**config.mk**
```make
export PLATFORM = sky130hd
export DESIGN_NAME = stable_descending_record_sorter_top
export DESIGN_NICKNAME = d
export VERILOG_FILES = /design/src/design/sdrs_pkg.sv /design/src/design/sdrs_cell.sv /design/src/design/sdrs_ctrl.sv /design/src/design/stable_descending_record_sorter_top.sv
export VERILOG_INCLUDE_DIRS = /design/src /design/src/design
export SDC_FILE = /design/constraint.sdc
export NUM_CORES = 2
export LEC_CHECK = 0
export ABC_CLOCK_PERIOD_IN_PS = 17200
export CAP_MARGIN = 0
export CORE_MARGIN = 5
export CORE_UTILIZATION = 60
export CTS_BUF_LIST = sky130_fd_sc_hd__clkbuf_8
export CTS_CLUSTER_DIAMETER = 200
export CTS_CLUSTER_SIZE = 12
export DETAILED_ROUTE_END_ITERATION = 10
export DONT_BUFFER_PORTS = 1
export PLACE_DENSITY = 0.76
export SLEW_MARGIN = 10
export SYNTH_ARGS = -nofsm -noshare
export SYNTH_HDL_FRONTEND = slang
export SYNTH_SLANG_ARGS = --single-unit
```
**constraint.sdc**
```tcl
create_clock -name clk_i -period 17.2 [get_ports clk_i]
set_input_delay 0.86 -clock clk_i [delete_from_list [all_inputs] [get_ports clk_i]]
set_output_delay 0.86 -clock clk_i [all_outputs]
set_load 0.05 [all_outputs]
```
**src/design/stable_descending_record_sorter_top_macros.svh**
```systemverilog
// Assertion macros for the stable descending record sorter.
`ifndef STABLE_DESCENDING_RECORD_SORTER_TOP_MACROS_SVH
`define STABLE_DESCENDING_RECORD_SORTER_TOP_MACROS_SVH

// same-cycle implication
`define SDRS_ASSERT_IMP(label, clk, rst_n, ante, cons) \
  label: assert property (@(posedge clk) disable iff (!rst_n) (ante) |-> (cons)) \
    else $error("sorter assertion failed");

// next-cycle implication
`define SDRS_ASSERT_NXT(label, clk, rst_n, ante, cons) \
  label: assert property (@(posedge clk) disable iff (!rst_n) (ante) |=> (cons)) \
    else $error("sorter assertion failed");

`endif

```
**src/design/sdrs_pkg.sv**
```systemverilog
// Types and constants shared by the record sorter modules.
`default_nettype none

package sdrs_pkg;

  localparam int unsigned MaxRecords = 16;
  localparam int unsigned IdW        = 34;
  localparam int unsigned ScoreW     = 16;
  localparam int unsigned TagW       = 6;

  typedef struct packed {
    logic [IdW-1:0]    record_id;
    logic [ScoreW-1:0] record_score;
    logic [TagW-1:0]   record_tag;
    logic              last_record;
  } in_t;

  typedef struct packed {
    logic [IdW-1:0]    out_id;
    logic [ScoreW-1:0] out_score;
    logic [TagW-1:0]   out_tag;
    logic              out_last;
    logic              overflow;
  } out_t;

  typedef struct packed {
    logic [IdW-1:0]    id;
    logic [ScoreW-1:0] score;
    logic [TagW-1:0]   tag;
  } rec_t;

  typedef struct packed {
    logic insert;
    logic shift_out;
  } cell_cmd_t;

  typedef enum logic {
    StCollect,
    StDrain
  } state_e;

endpackage

`default_nettype wire

```
**src/design/sdrs_cell.sv**
```systemverilog
// One slot of the sorting chain: holds a record, takes from either neighbour.
`default_nettype none

module sdrs_cell (
  input  wire logic              clk_i,
  input  wire logic              rst_ni,
  input  wire sdrs_pkg::cell_cmd_t cmd_i,
  input  wire logic              key_sel_i,
  input  wire sdrs_pkg::rec_t    new_rec_i,
  input  wire logic              prev_lt_i,
  input  wire logic              prev_valid_i,
  input  wire sdrs_pkg::rec_t    prev_rec_i,
  input  wire logic              next_lt_i,
  input  wire logic              next_valid_i,
  input  wire sdrs_pkg::rec_t    next_rec_i,
  output logic                   valid_o,
  output logic                   lt_o,
  output sdrs_pkg::rec_t         rec_o
);

  logic           valid_q, valid_d;
  sdrs_pkg::rec_t rec_q, rec_d;
  logic           key_lt;

  // empty slots rank below every record; a slot moves back only when it and
  // every slot behind it rank below the new record
  assign key_lt = key_sel_i ? (rec_q.id < new_rec_i.id) : (rec_q.score < new_rec_i.score);
  assign lt_o   = (!valid_q || key_lt) && next_lt_i;

  always_comb begin
    valid_d = valid_q;
    rec_d   = rec_q;
    priority if (cmd_i.shift_out) begin
      valid_d = next_valid_i;
      rec_d   = next_rec_i;
    end else if (cmd_i.insert && lt_o) begin
      if (prev_lt_i) begin
        valid_d = prev_valid_i;
        rec_d   = prev_rec_i;
      end else begin
        valid_d = 1'b1;
        rec_d   = new_rec_i;
      end
    end
  end

  always_ff @(posedge clk_i or negedge rst_ni) begin
    if (!rst_ni) begin
      valid_q <= 1'b0;
    end else begin
      valid_q <= valid_d;
    end
  end

  always_ff @(posedge clk_i) begin
    rec_q <= rec_d;
  end

  assign valid_o = valid_q;
  assign rec_o   = rec_q;

endmodule

`default_nettype wire

```
**src/design/sdrs_ctrl.sv**
```systemverilog
// Collect/drain sequencer and overflow flag for the record sorter.
`default_nettype none

`include "stable_descending_record_sorter_top_macros.svh"

module sdrs_ctrl (
  input  wire logic                clk_i,
  input  wire logic                rst_ni,
  input  wire logic                in_valid_i,
  input  wire logic                in_last_i,
  input  wire logic                out_stall_i,
  input  wire logic                full_i,
  input  wire logic                head_valid_i,
  input  wire logic                more_i,
  output sdrs_pkg::cell_cmd_t      cmd_o,
  output logic                     in_stall_o,
  output logic                     out_valid_o,
  output logic                     dropped_o
);

  sdrs_pkg::state_e state_q, state_d;
  logic             dropped_q, dropped_d;

  always_comb begin
    state_d         = state_q;
    dropped_d       = dropped_q;
    cmd_o.insert    = 1'b0;
    cmd_o.shift_out = 1'b0;
    in_stall_o      = 1'b0;
    out_valid_o     = 1'b0;
    unique case (state_q)
      sdrs_pkg::StCollect: begin
        if (in_valid_i) begin
          cmd_o.insert = !full_i;
          if (full_i) begin
            dropped_d = 1'b1;
          end
          if (in_last_i) begin
            state_d = sdrs_pkg::StDrain;
          end
        end
      end
      sdrs_pkg::StDrain: begin
        in_stall_o  = 1'b1;
        out_valid_o = 1'b1;
        if (!out_stall_i) begin
          cmd_o.shift_out = 1'b1;
          if (!more_i) begin
            state_d   = sdrs_pkg::StCollect;
            dropped_d = 1'b0;
          end
        end
      end
      default: begin
        state_d = sdrs_pkg::StCollect;
      end
    endcase
  end

  always_ff @(posedge clk_i or negedge rst_ni) begin
    if (!rst_ni) begin
      state_q   <= sdrs_pkg::StCollect;
      dropped_q <= 1'b0;
    end else begin
      state_q   <= state_d;
      dropped_q <= dropped_d;
    end
  end

  assign dropped_o = dropped_q;

  `SDRS_ASSERT_IMP(a_drain_has_head, clk_i, rst_ni, state_q == sdrs_pkg::StDrain, head_valid_i)
  `SDRS_ASSERT_NXT(a_last_starts_drain, clk_i, rst_ni,
                   state_q == sdrs_pkg::StCollect && in_valid_i && in_last_i,
                   state_q == sdrs_pkg::StDrain)
  `SDRS_ASSERT_NXT(a_stall_holds_drain, clk_i, rst_ni,
                   state_q == sdrs_pkg::StDrain && out_stall_i,
                   state_q == sdrs_pkg::StDrain)
  `SDRS_ASSERT_NXT(a_run_end_clears, clk_i, rst_ni,
                   state_q == sdrs_pkg::StDrain && !out_stall_i && !more_i,
                   !dropped_q && !head_valid_i)

endmodule

`default_nettype wire

```
**src/design/stable_descending_record_sorter_top.sv**
```systemverilog
// Top level of the stable descending record sorter.
// Records enter one per cycle and are inserted into a chain of MAX_RECORDS
// slots, kept in descending order of score or identifier (key_select), ties in
// arrival order. A record flagged last starts a run: while the output is not
// stalled, the chain shifts one slot per cycle towards the head, giving one result
// per stored record; input is stalled during the run. Records arriving with every
// slot occupied are dropped and flagged as overflow on each result of the run.
`default_nettype none

module stable_descending_record_sorter_top #(
  parameter int unsigned MAX_RECORDS = sdrs_pkg::MaxRecords
) (
  input  wire logic          clk_i,
  input  wire logic          rst_ni,
  input  wire logic          in_valid_i,
  output logic               in_stall_o,
  input  wire sdrs_pkg::in_t in_data_i,
  output logic               out_valid_o,
  input  wire logic          out_stall_i,
  output sdrs_pkg::out_t     out_data_o,
  input  wire logic          cfg_valid_i,
  output logic               cfg_ready_o,
  input  wire logic          cfg_data_i
);

  logic                key_sel_q;
  sdrs_pkg::cell_cmd_t cmd;
  sdrs_pkg::rec_t      new_rec;
  logic                dropped;
  logic                cell_valid [MAX_RECORDS];
  logic                cell_lt    [MAX_RECORDS];
  sdrs_pkg::rec_t      cell_rec   [MAX_RECORDS];

  assign cfg_ready_o = 1'b1;

  always_ff @(posedge clk_i or negedge rst_ni) begin
    if (!rst_ni) begin
      key_sel_q <= 1'b0;
    end else if (cfg_valid_i) begin
      key_sel_q <= cfg_data_i;
    end
  end

  assign new_rec.id    = in_data_i.record_id;
  assign new_rec.score = in_data_i.record_score;
  assign new_rec.tag   = in_data_i.record_tag;

  for (genvar i = 0; i < MAX_RECORDS; i++) begin : g_cell
    logic           prev_lt, prev_valid, next_lt, next_valid;
    sdrs_pkg::rec_t prev_rec, next_rec;

    if (i == 0) begin : g_head
      assign prev_lt    = 1'b0;
      assign prev_valid = 1'b0;
      assign prev_rec   = '0;
    end else begin : g_body
      assign prev_lt    = cell_lt[i-1];
      assign prev_valid = cell_valid[i-1];
      assign prev_rec   = cell_rec[i-1];
    end

    if (i == MAX_RECORDS - 1) begin : g_tail
      assign next_lt    = 1'b1;
      assign next_valid = 1'b0;
      assign next_rec   = '0;
    end else begin : g_inner
      assign next_lt    = cell_lt[i+1];
      assign next_valid = cell_valid[i+1];
      assign next_rec   = cell_rec[i+1];
    end

    sdrs_cell u_cell (
      .clk_i        (clk_i),
      .rst_ni       (rst_ni),
      .cmd_i        (cmd),
      .key_sel_i    (key_sel_q),
      .new_rec_i    (new_rec),
      .prev_lt_i    (prev_lt),
      .prev_valid_i (prev_valid),
      .prev_rec_i   (prev_rec),
      .next_lt_i    (next_lt),
      .next_valid_i (next_valid),
      .next_rec_i   (next_rec),
      .valid_o      (cell_valid[i]),
      .lt_o         (cell_lt[i]),
      .rec_o        (cell_rec[i])
    );
  end

  sdrs_ctrl u_ctrl (
    .clk_i        (clk_i),
    .rst_ni       (rst_ni),
    .in_valid_i   (in_valid_i),
    .in_last_i    (in_data_i.last_record),
    .out_stall_i  (out_stall_i),
    .full_i       (cell_valid[MAX_RECORDS-1]),
    .head_valid_i (cell_valid[0]),
    .more_i       (cell_valid[1]),
    .cmd_o        (cmd),
    .in_stall_o   (in_stall_o),
    .out_valid_o  (out_valid_o),
    .dropped_o    (dropped)
  );

  assign out_data_o.out_id    = cell_rec[0].id;
  assign out_data_o.out_score = cell_rec[0].score;
  assign out_data_o.out_tag   = cell_rec[0].tag;
  assign out_data_o.out_last  = !cell_valid[1];
  assign out_data_o.overflow  = dropped;

endmodule

`default_nettype wire
```
; After elaboration in Yosys (flattened, before gate mapping)
; Index checks and enable logic that the tools add are counted.
[word_totals]
inputBits = 63
reg_bits = 915
word_cells = 307
output_inout_bits = 61
[classes]
muxes = 123
n_bitwise = 1
order_cmp = 32
n_reduce_logical = 80
n_eq_ne = 4
[op_table]
columns = cell, count
row1 = two-way mux 56 bit, 45
row2 = less-than comparator 34 bit, 16
row3 = less-than comparator 16 bit, 16
row4 = two-way mux 1 bit, 76
row5 = nonzero test 2 bit, 16
row6 = logical AND 1 bit, 31
row7 = zero test 1 bit, 16
row8 = logical OR 1 bit, 16
row9 = != test 2 bit (second input constant), 4
row10 = one-hot mux 1 bit (2 select lines), 2
row11 = AND reduction 4 bit, 1
row12 = NOT 1 bit, 1

; Logic depth before layout (Yosys ltp)
[depth]
ltp_word = 21
depth_mapped = 16
mapped_depth_nobuf = 12

; Hierarchy
; Synthesis repeated with hierarchy kept, for this count alone.
[unflattened]
hier_cells = 6834
hier_area_um2 = 66336.1
[by_module_without_submodules]
columns = module, seq_area_each_um2, cells_each, n_inst, area_per_inst_um2
row1 = sdrs_cell, 1706.6, 426, 16, 4135.2
row2 = sdrs_ctrl, 50.0, 11, 1, 106.4
row3 = stable_descending_record_sorter_top, 25.0, 7, 1, 66.3

; Least setup slack after synthesis
; OpenSTA, ideal clock, no wires.
[synth_timing]
path_kind = input -> register
from = in in_data_i[21] in the netlist's numbering
to = reg g_cell[5].u_cell.rec_q, in the netlist g_cell[5].u_cell.rec_o[0], enable pin
n_path_buf = 0
t_arrival_ns = 10.508
setup_ns = 0.485
slack_ns = 6.207
stages = 12
required_time_ns = 16.715
cell_sequence = inv_1 -> ha_1 -> a21o_1 -> a211o_1 -> a211o_1 -> a211oi_1 -> a211o_1 -> o32ai_1 -> nor3b_2 -> nand2_1 -> o31ai_1 -> a21boi_1
[synth_between]
elab_chain_len = 15
elab_cells_between_ends = 45
classes_between = order compare: 11 / mux: 11 / reduce/logical: 23
[synth_rtl]
columns = element, line_no
row1 = from (decl), stable_descending_record_sorter_top.sv:17  ; input wire sdrs_pkg::in_t in_data_i,
row2 = less-than comparator 16 bit, sdrs_cell.sv:27  ; assign key_lt = key_sel_i ? (rec_q.id < new_rec_i.id) : (rec_q.score < new_rec_i.score);
row3 = two-way mux 1 bit, sdrs_cell.sv:27
row4 = logical OR 1 bit, sdrs_cell.sv:28  ; assign lt_o = (!valid_q || key_lt) && next_lt_i;
row5 = logical AND 1 bit (9 in a row), sdrs_cell.sv:28
row6 = logical AND 1 bit *, sdrs_cell.sv:28
row7 = logical AND 1 bit *, sdrs_cell.sv:36  ; end else if (cmd_i.insert && lt_o) begin
row8 = nonzero test 2 bit (no line) *, n/a
row9 = to (signal assigned), sdrs_cell.sv:56  ; rec_q <= rec_d;
row10 = to (decl), sdrs_cell.sv:22  ; sdrs_pkg::rec_t rec_q, rec_d;
; Mark *: on every way between the ends. The rest lies on a longest branch, timed or not.
; A chain may end at the register's enable or synchronous reset.

; Worst setup path after layout
[layout_timing]
from = in in_data_i[52] in the netlist's numbering
to = reg g_cell[5].u_cell.rec_q, in the netlist g_cell[5].u_cell.rec_o[47], enable pin
[layout_between]
elab_chain_len = 15
elab_cells_between_ends = 45
classes_between = order compare: 11 / mux: 11 / reduce/logical: 23
[layout_rtl]
columns = element, line_no
row1 = less-than comparator 34 bit, sdrs_cell.sv:27
row2 = two-way mux 1 bit, sdrs_cell.sv:27
row3 = logical OR 1 bit, sdrs_cell.sv:28
row4 = logical AND 1 bit (9 in a row), sdrs_cell.sv:28
row5 = logical AND 1 bit *, sdrs_cell.sv:28
row6 = logical AND 1 bit *, sdrs_cell.sv:36
row7 = nonzero test 2 bit (no line) *, n/a
; Marks and branches as above.

==> impl_summary.txt <==
----------------------------------------------------
[Outcome]
  Result of the run ... completed

[Timing]
  Period utilization ... 0.368
  Sum Neg Setup Slack ... 0 ns
  Clk_skew ... 0.0551 ns
  Final slew viol count ... 0
  Final hold slack ... between 0.2 and 0.25 ns
  Endpoints failing setup ... 0
  Fmax ... 158 MHz
  Worst Tran Pin Value ... approximately 1.3 ns
  Max-Slew Margin vs Limit ... 0.159
  Setup repair after global routing missed its margin ... false
  Post-layout min period ... 6.33 ns
  Count of final hold-check violations ... 0

[Global routing]
  Antenna violations before repair ... 3
  Top Usage Layer GRT ... met2
  GR Overflow Total ... 0
  Global-route track usage on met3 ... 0.0810
  GR met2 Demand/Resource ... 0.539
  Largest net degree at the start of global routing ... 244
  GRT Resource Usage Total ... 0.360
  Number of global-route vias before repair ... 47.8k
  Met1 usage ... 0.502
  Wire length of the first global-routing pass ... 307000 um

[Worst setup path]
  Critical Path End Type ... flop
  Critical R2R Launch ... g_cell[12].u_cell.rec_o[51]
  Arrival time of data at the critical path endpoint ... 6.73 ns
  RR Endpoint ... g_cell[5].u_cell.rec_o[47]
  Crit path from ... in_data_i[52]
  Worst reg-to-reg path cell count ... 13
  Req. time, crit path ... roughly 18 ns
  Crit Path Category ... in2reg
  Critical Path End ... g_cell[5].u_cell.rec_o[47]
  Register-to-register path setup slack ... between 10 and 15 ns
  Top fanout value on the critical path ... 42
  Critical path launch point type ... input pin

[Drt]
  Detail Route Antenna Nets ... 0
  Post-route DRC ... 0
  First-pass DRT Iterations ... 6
  Detailed router's first-iteration violation count ... 7874
  Number of vias per cell ... between 6 and 7
  Vias after detailed routing ... 50.8k
  Total routed wirelength ... 207000 um
  Routed len/inst ... about 28 um

[Clock tree]
  CTS H-tree lvls ... 3
  Clock-pin slew of the registers on the worst-case setup and hold paths ... 0.09 ns
  Library cell used as clock root buffer ... sky130_fd_sc_hd__clkbuf_8
  Maximum buffer depth of the clock tree ... 3
  Post-CTS setup buffers ... 0
  Clock tree from TritonCTS ... built
  TritonCTS buffer count ... 86
  Clock latency at the later pin of the worst-skew pair ... roughly 0.82 ns
  Total number of clock tree sinks ... 915

[Worst hold path]
  Min-delay worst type ... in2reg

[Die]
  Top-Level Pins ... 124
  Die X-Extent ... approximately 330 um
  Chip height ... 332 um
  Starting density of the core ... 0.603
  Die footprint ... 110000 sq um
  Placeable core region ... between 100000 and 150000 sq um
  Number of standard-cell rows in the floorplan ... 118

[Logic synthesis]
  Top cell type's share of synthesized area ... 0.405
  Synthesized instance count ... between 6k and 7k
  Largest area contributor in the synthesized netlist ... sky130_fd_sc_hd__edfxtp_1
  Most frequently used flop master after synthesis ... sky130_fd_sc_hd__edfxtp_1
  EDFF count, synth ... 840
  Largest cells by area after synthesis ... sky130_fd_sc_hd__edfxtp_1 (41%), sky130_fd_sc_hd__ha_1 (15%), sky130_fd_sc_hd__mux2i_1 (11%), sky130_fd_sc_hd__o21ai_0 (6.4%), sky130_fd_sc_hd__nand2_1 (5.8%)
  Register area share after synthesis ... 0.431
  Async S/R FF share, synth ... 0.0208
  Post-synthesis area per instance ... ~10 sq um
  Synthesized flop and latch total ... 915
  Number of warnings printed during yosys synthesis ... 0
  Syn nets ... 7047
  Mapped cell area ... 62200 sq um
  Yosys cell types ... 76

[Power and ir drop]
  Max rail drop VDD ... 172 uV
  Static leakage ... about 27 nW
  Total power divided by cell area ... 202 nW/um^2

[Finish]
  Share of cells above drive strength 1 ... 0.0351
  Post-layout util ... 0.625
  Fin cells ... around 7.4k
  Area growth from synthesis to layout ... 3.72%
  Number of nets in the final layout ... 6809

[Place]
  Total of buffers placed on input and output ports ... 0
  Last weighted congestion value of the routability-driven placer ... 0.998
  Detailed-placement wirelength estimate ... 141000 um
  Placed cell count ... 7268

[Flow run]
  Max Cap Viol ... 0

----------------------------------------------------
==> synthesized netlist by cell type, types with 4 or more instances <==
cell type and n:
sky130_fd_sc_hd__mux2i_1 668, sky130_fd_sc_hd__a2111oi_0 11, sky130_fd_sc_hd__o21ai_1 125, sky130_fd_sc_hd__buf_1 9, sky130_fd_sc_hd__o21ai_0 794, sky130_fd_sc_hd__a31oi_1 67
sky130_fd_sc_hd__edfxtp_1 840, sky130_fd_sc_hd__nor3_1 28, sky130_fd_sc_hd__clkbuf_1 289, sky130_fd_sc_hd__nor2b_1 32, sky130_fd_sc_hd__inv_1 72, sky130_fd_sc_hd__nand3_1 235
sky130_fd_sc_hd__a21o_1 75, sky130_fd_sc_hd__dfrtp_1 19, sky130_fd_sc_hd__or2_2 4, sky130_fd_sc_hd__nor4_1 23, sky130_fd_sc_hd__a211o_1 20, sky130_fd_sc_hd__nand2_1 959
sky130_fd_sc_hd__and3_1 13, sky130_fd_sc_hd__dfxtp_1 56, sky130_fd_sc_hd__o2111ai_1 16, sky130_fd_sc_hd__and3b_1 4, sky130_fd_sc_hd__a21oi_1 323, sky130_fd_sc_hd__and4_1 16
sky130_fd_sc_hd__a21boi_0 6, sky130_fd_sc_hd__nand4_1 82, sky130_fd_sc_hd__a211oi_1 111, sky130_fd_sc_hd__buf_6 9, sky130_fd_sc_hd__a221oi_1 14, sky130_fd_sc_hd__o31a_1 5
sky130_fd_sc_hd__o221ai_1 4, sky130_fd_sc_hd__nand2b_1 26, sky130_fd_sc_hd__o21a_1 13, sky130_fd_sc_hd__o31ai_1 10, sky130_fd_sc_hd__a41oi_1 8, sky130_fd_sc_hd__buf_2 59
sky130_fd_sc_hd__ha_1 768, sky130_fd_sc_hd__nor2_1 254, sky130_fd_sc_hd__buf_4 40, sky130_fd_sc_hd__o211ai_1 55
==> where the power goes <==
group	internal, W	switching (W)	total, W
clock network	0.000484	0.000831	0.00132
logic	0.00231	0.00416	0.00647
registers	0.00410	0.00118	0.00527
==> worst max-delay path, cell delays in order <==
cell,delay (ns)
sky130_fd_sc_hd__inv_1,0.57
sky130_fd_sc_hd__ha_1,0.37
sky130_fd_sc_hd__a21oi_1,0.13
sky130_fd_sc_hd__o21ai_0,0.18
sky130_fd_sc_hd__a2111oi_0,0.88
sky130_fd_sc_hd__o2111ai_1,0.29
sky130_fd_sc_hd__a31oi_1,0.36
sky130_fd_sc_hd__o32ai_1,0.12
sky130_fd_sc_hd__buf_4,0.20
sky130_fd_sc_hd__nor3b_2,0.55
sky130_fd_sc_hd__nand2_1,0.40
sky130_fd_sc_hd__o31ai_4,0.30
sky130_fd_sc_hd__a21boi_4,0.61
sky130_fd_sc_hd__buf_4,0.83
==> placed cells by master (no fill, tap or decap), types with 28 or more instances in the layout <==
cell,instances
sky130_fd_sc_hd__o21ai_0,790
sky130_fd_sc_hd__mux2i_1,668
sky130_fd_sc_hd__edfxtp_1,840
sky130_fd_sc_hd__ha_1,768
sky130_fd_sc_hd__a211oi_1,111
sky130_fd_sc_hd__nand3_1,231
sky130_fd_sc_hd__o211ai_1,55
sky130_fd_sc_hd__nand2_1,951
sky130_fd_sc_hd__a21oi_1,323
sky130_fd_sc_hd__o21ai_1,126
sky130_fd_sc_hd__nor2b_1,30
sky130_fd_sc_hd__dfxtp_1,56
sky130_fd_sc_hd__clkbuf_8,89
sky130_fd_sc_hd__nor2_1,252
sky130_fd_sc_hd__buf_4,76
sky130_fd_sc_hd__nand4_1,82
sky130_fd_sc_hd__a21o_1,75
sky130_fd_sc_hd__inv_1,137
sky130_fd_sc_hd__nor3_1,28
sky130_fd_sc_hd__a31oi_1,67
==> cell type report <==
| cell class | count | area [sq um] |
|---|---|---|
| Clock inverter | 69 | 280 |
| Timing Repair Buffer | 80 | 641 |
| Sequential cell | 915 | 26800 |
| Tap cell | 1380 | 1730 |
| Inverter | 72 | 270 |
| Clock buffer | 89 | 1220 |
| Multi-Input combinational cell | 4823 | 33600 |
| Antenna cell | 4 | 10.0 |
| Fill cell | 8352 | 38700 |
==> flip-flops by register name, indices dropped and copies added (netlist names) <==
signal                 cells
u_ctrl.dropped_o           1
g_cell.u_cell.valid_o     16
u_ctrl.state_q             1
g_cell.u_cell.rec_o      896
key_sel_q                  1
==> what timing repair did <==
item | in CTS | in global routing
gates resized for setup | 0 | 0
endpoints found under the setup margin | 0 | 0
hold endpoints to repair | 19 | 0
hold buffers | 2 | 0
==> how the worst min path moves through the flow <==
stage / slack [ns] / start / cells after the start / to
final: 0.21 / out_stall_i / 2 / u_ctrl.dropped_o
after global routing: 0.24 / in_valid_i / 2 / u_ctrl.state_q
after CTS: 0.18 / out_stall_i / 2 / u_ctrl.dropped_o
after detailed placement: 0.49 / g_cell[15].u_cell.rec_o[0] / 2 / g_cell[15].u_cell.rec_o[0]
after global placement: 0.49 / g_cell[15].u_cell.rec_o[2] / 2 / g_cell[15].u_cell.rec_o[2]
after floorplan: 0.48 / g_cell[15].u_cell.rec_o[0] / 2 / g_cell[15].u_cell.rec_o[0]
==> metal layers <==
layer  up-vias  part of all wire
met5         -          0.000063
met4         2             0.051
met3       495              0.12
met2      3029              0.43
met1     24500              0.40
li1      22900                 -
==> cell families (layout without fill, tap and decap cells) <==
logic type | Yosys count | in the layout | synth area share
buffers and inverters | 478 | 310 | 0.0335
AO/OA/AOI/OAI | 1689 | 1689 | 0.155
other | 1 | 5 | 0.0000603
adder cells (fa/ha/maj) | 768 | 768 | 0.154
AND/OR/NAND/NOR | 1697 | 1697 | 0.118
multiplexers | 668 | 668 | 0.107
flip-flops | 915 | 915 | 0.431
==> metrics by stage <==
stage | setup WS (ns) | cell area [sq um] | total power (W)
floorplan | 6.21 | 62200 | 0.00935
global placement | 10.40 | 63000 | 0.0113
detailed placement | 10.26 | 63000 | 0.0115
CTS | 11.08 | 64500 | 0.0128
global route | 10.77 | 64500 | 0.0137
finish | 10.87 | 64500 | 0.0131
No activity file was read; power rests on OpenSTA's default activity.
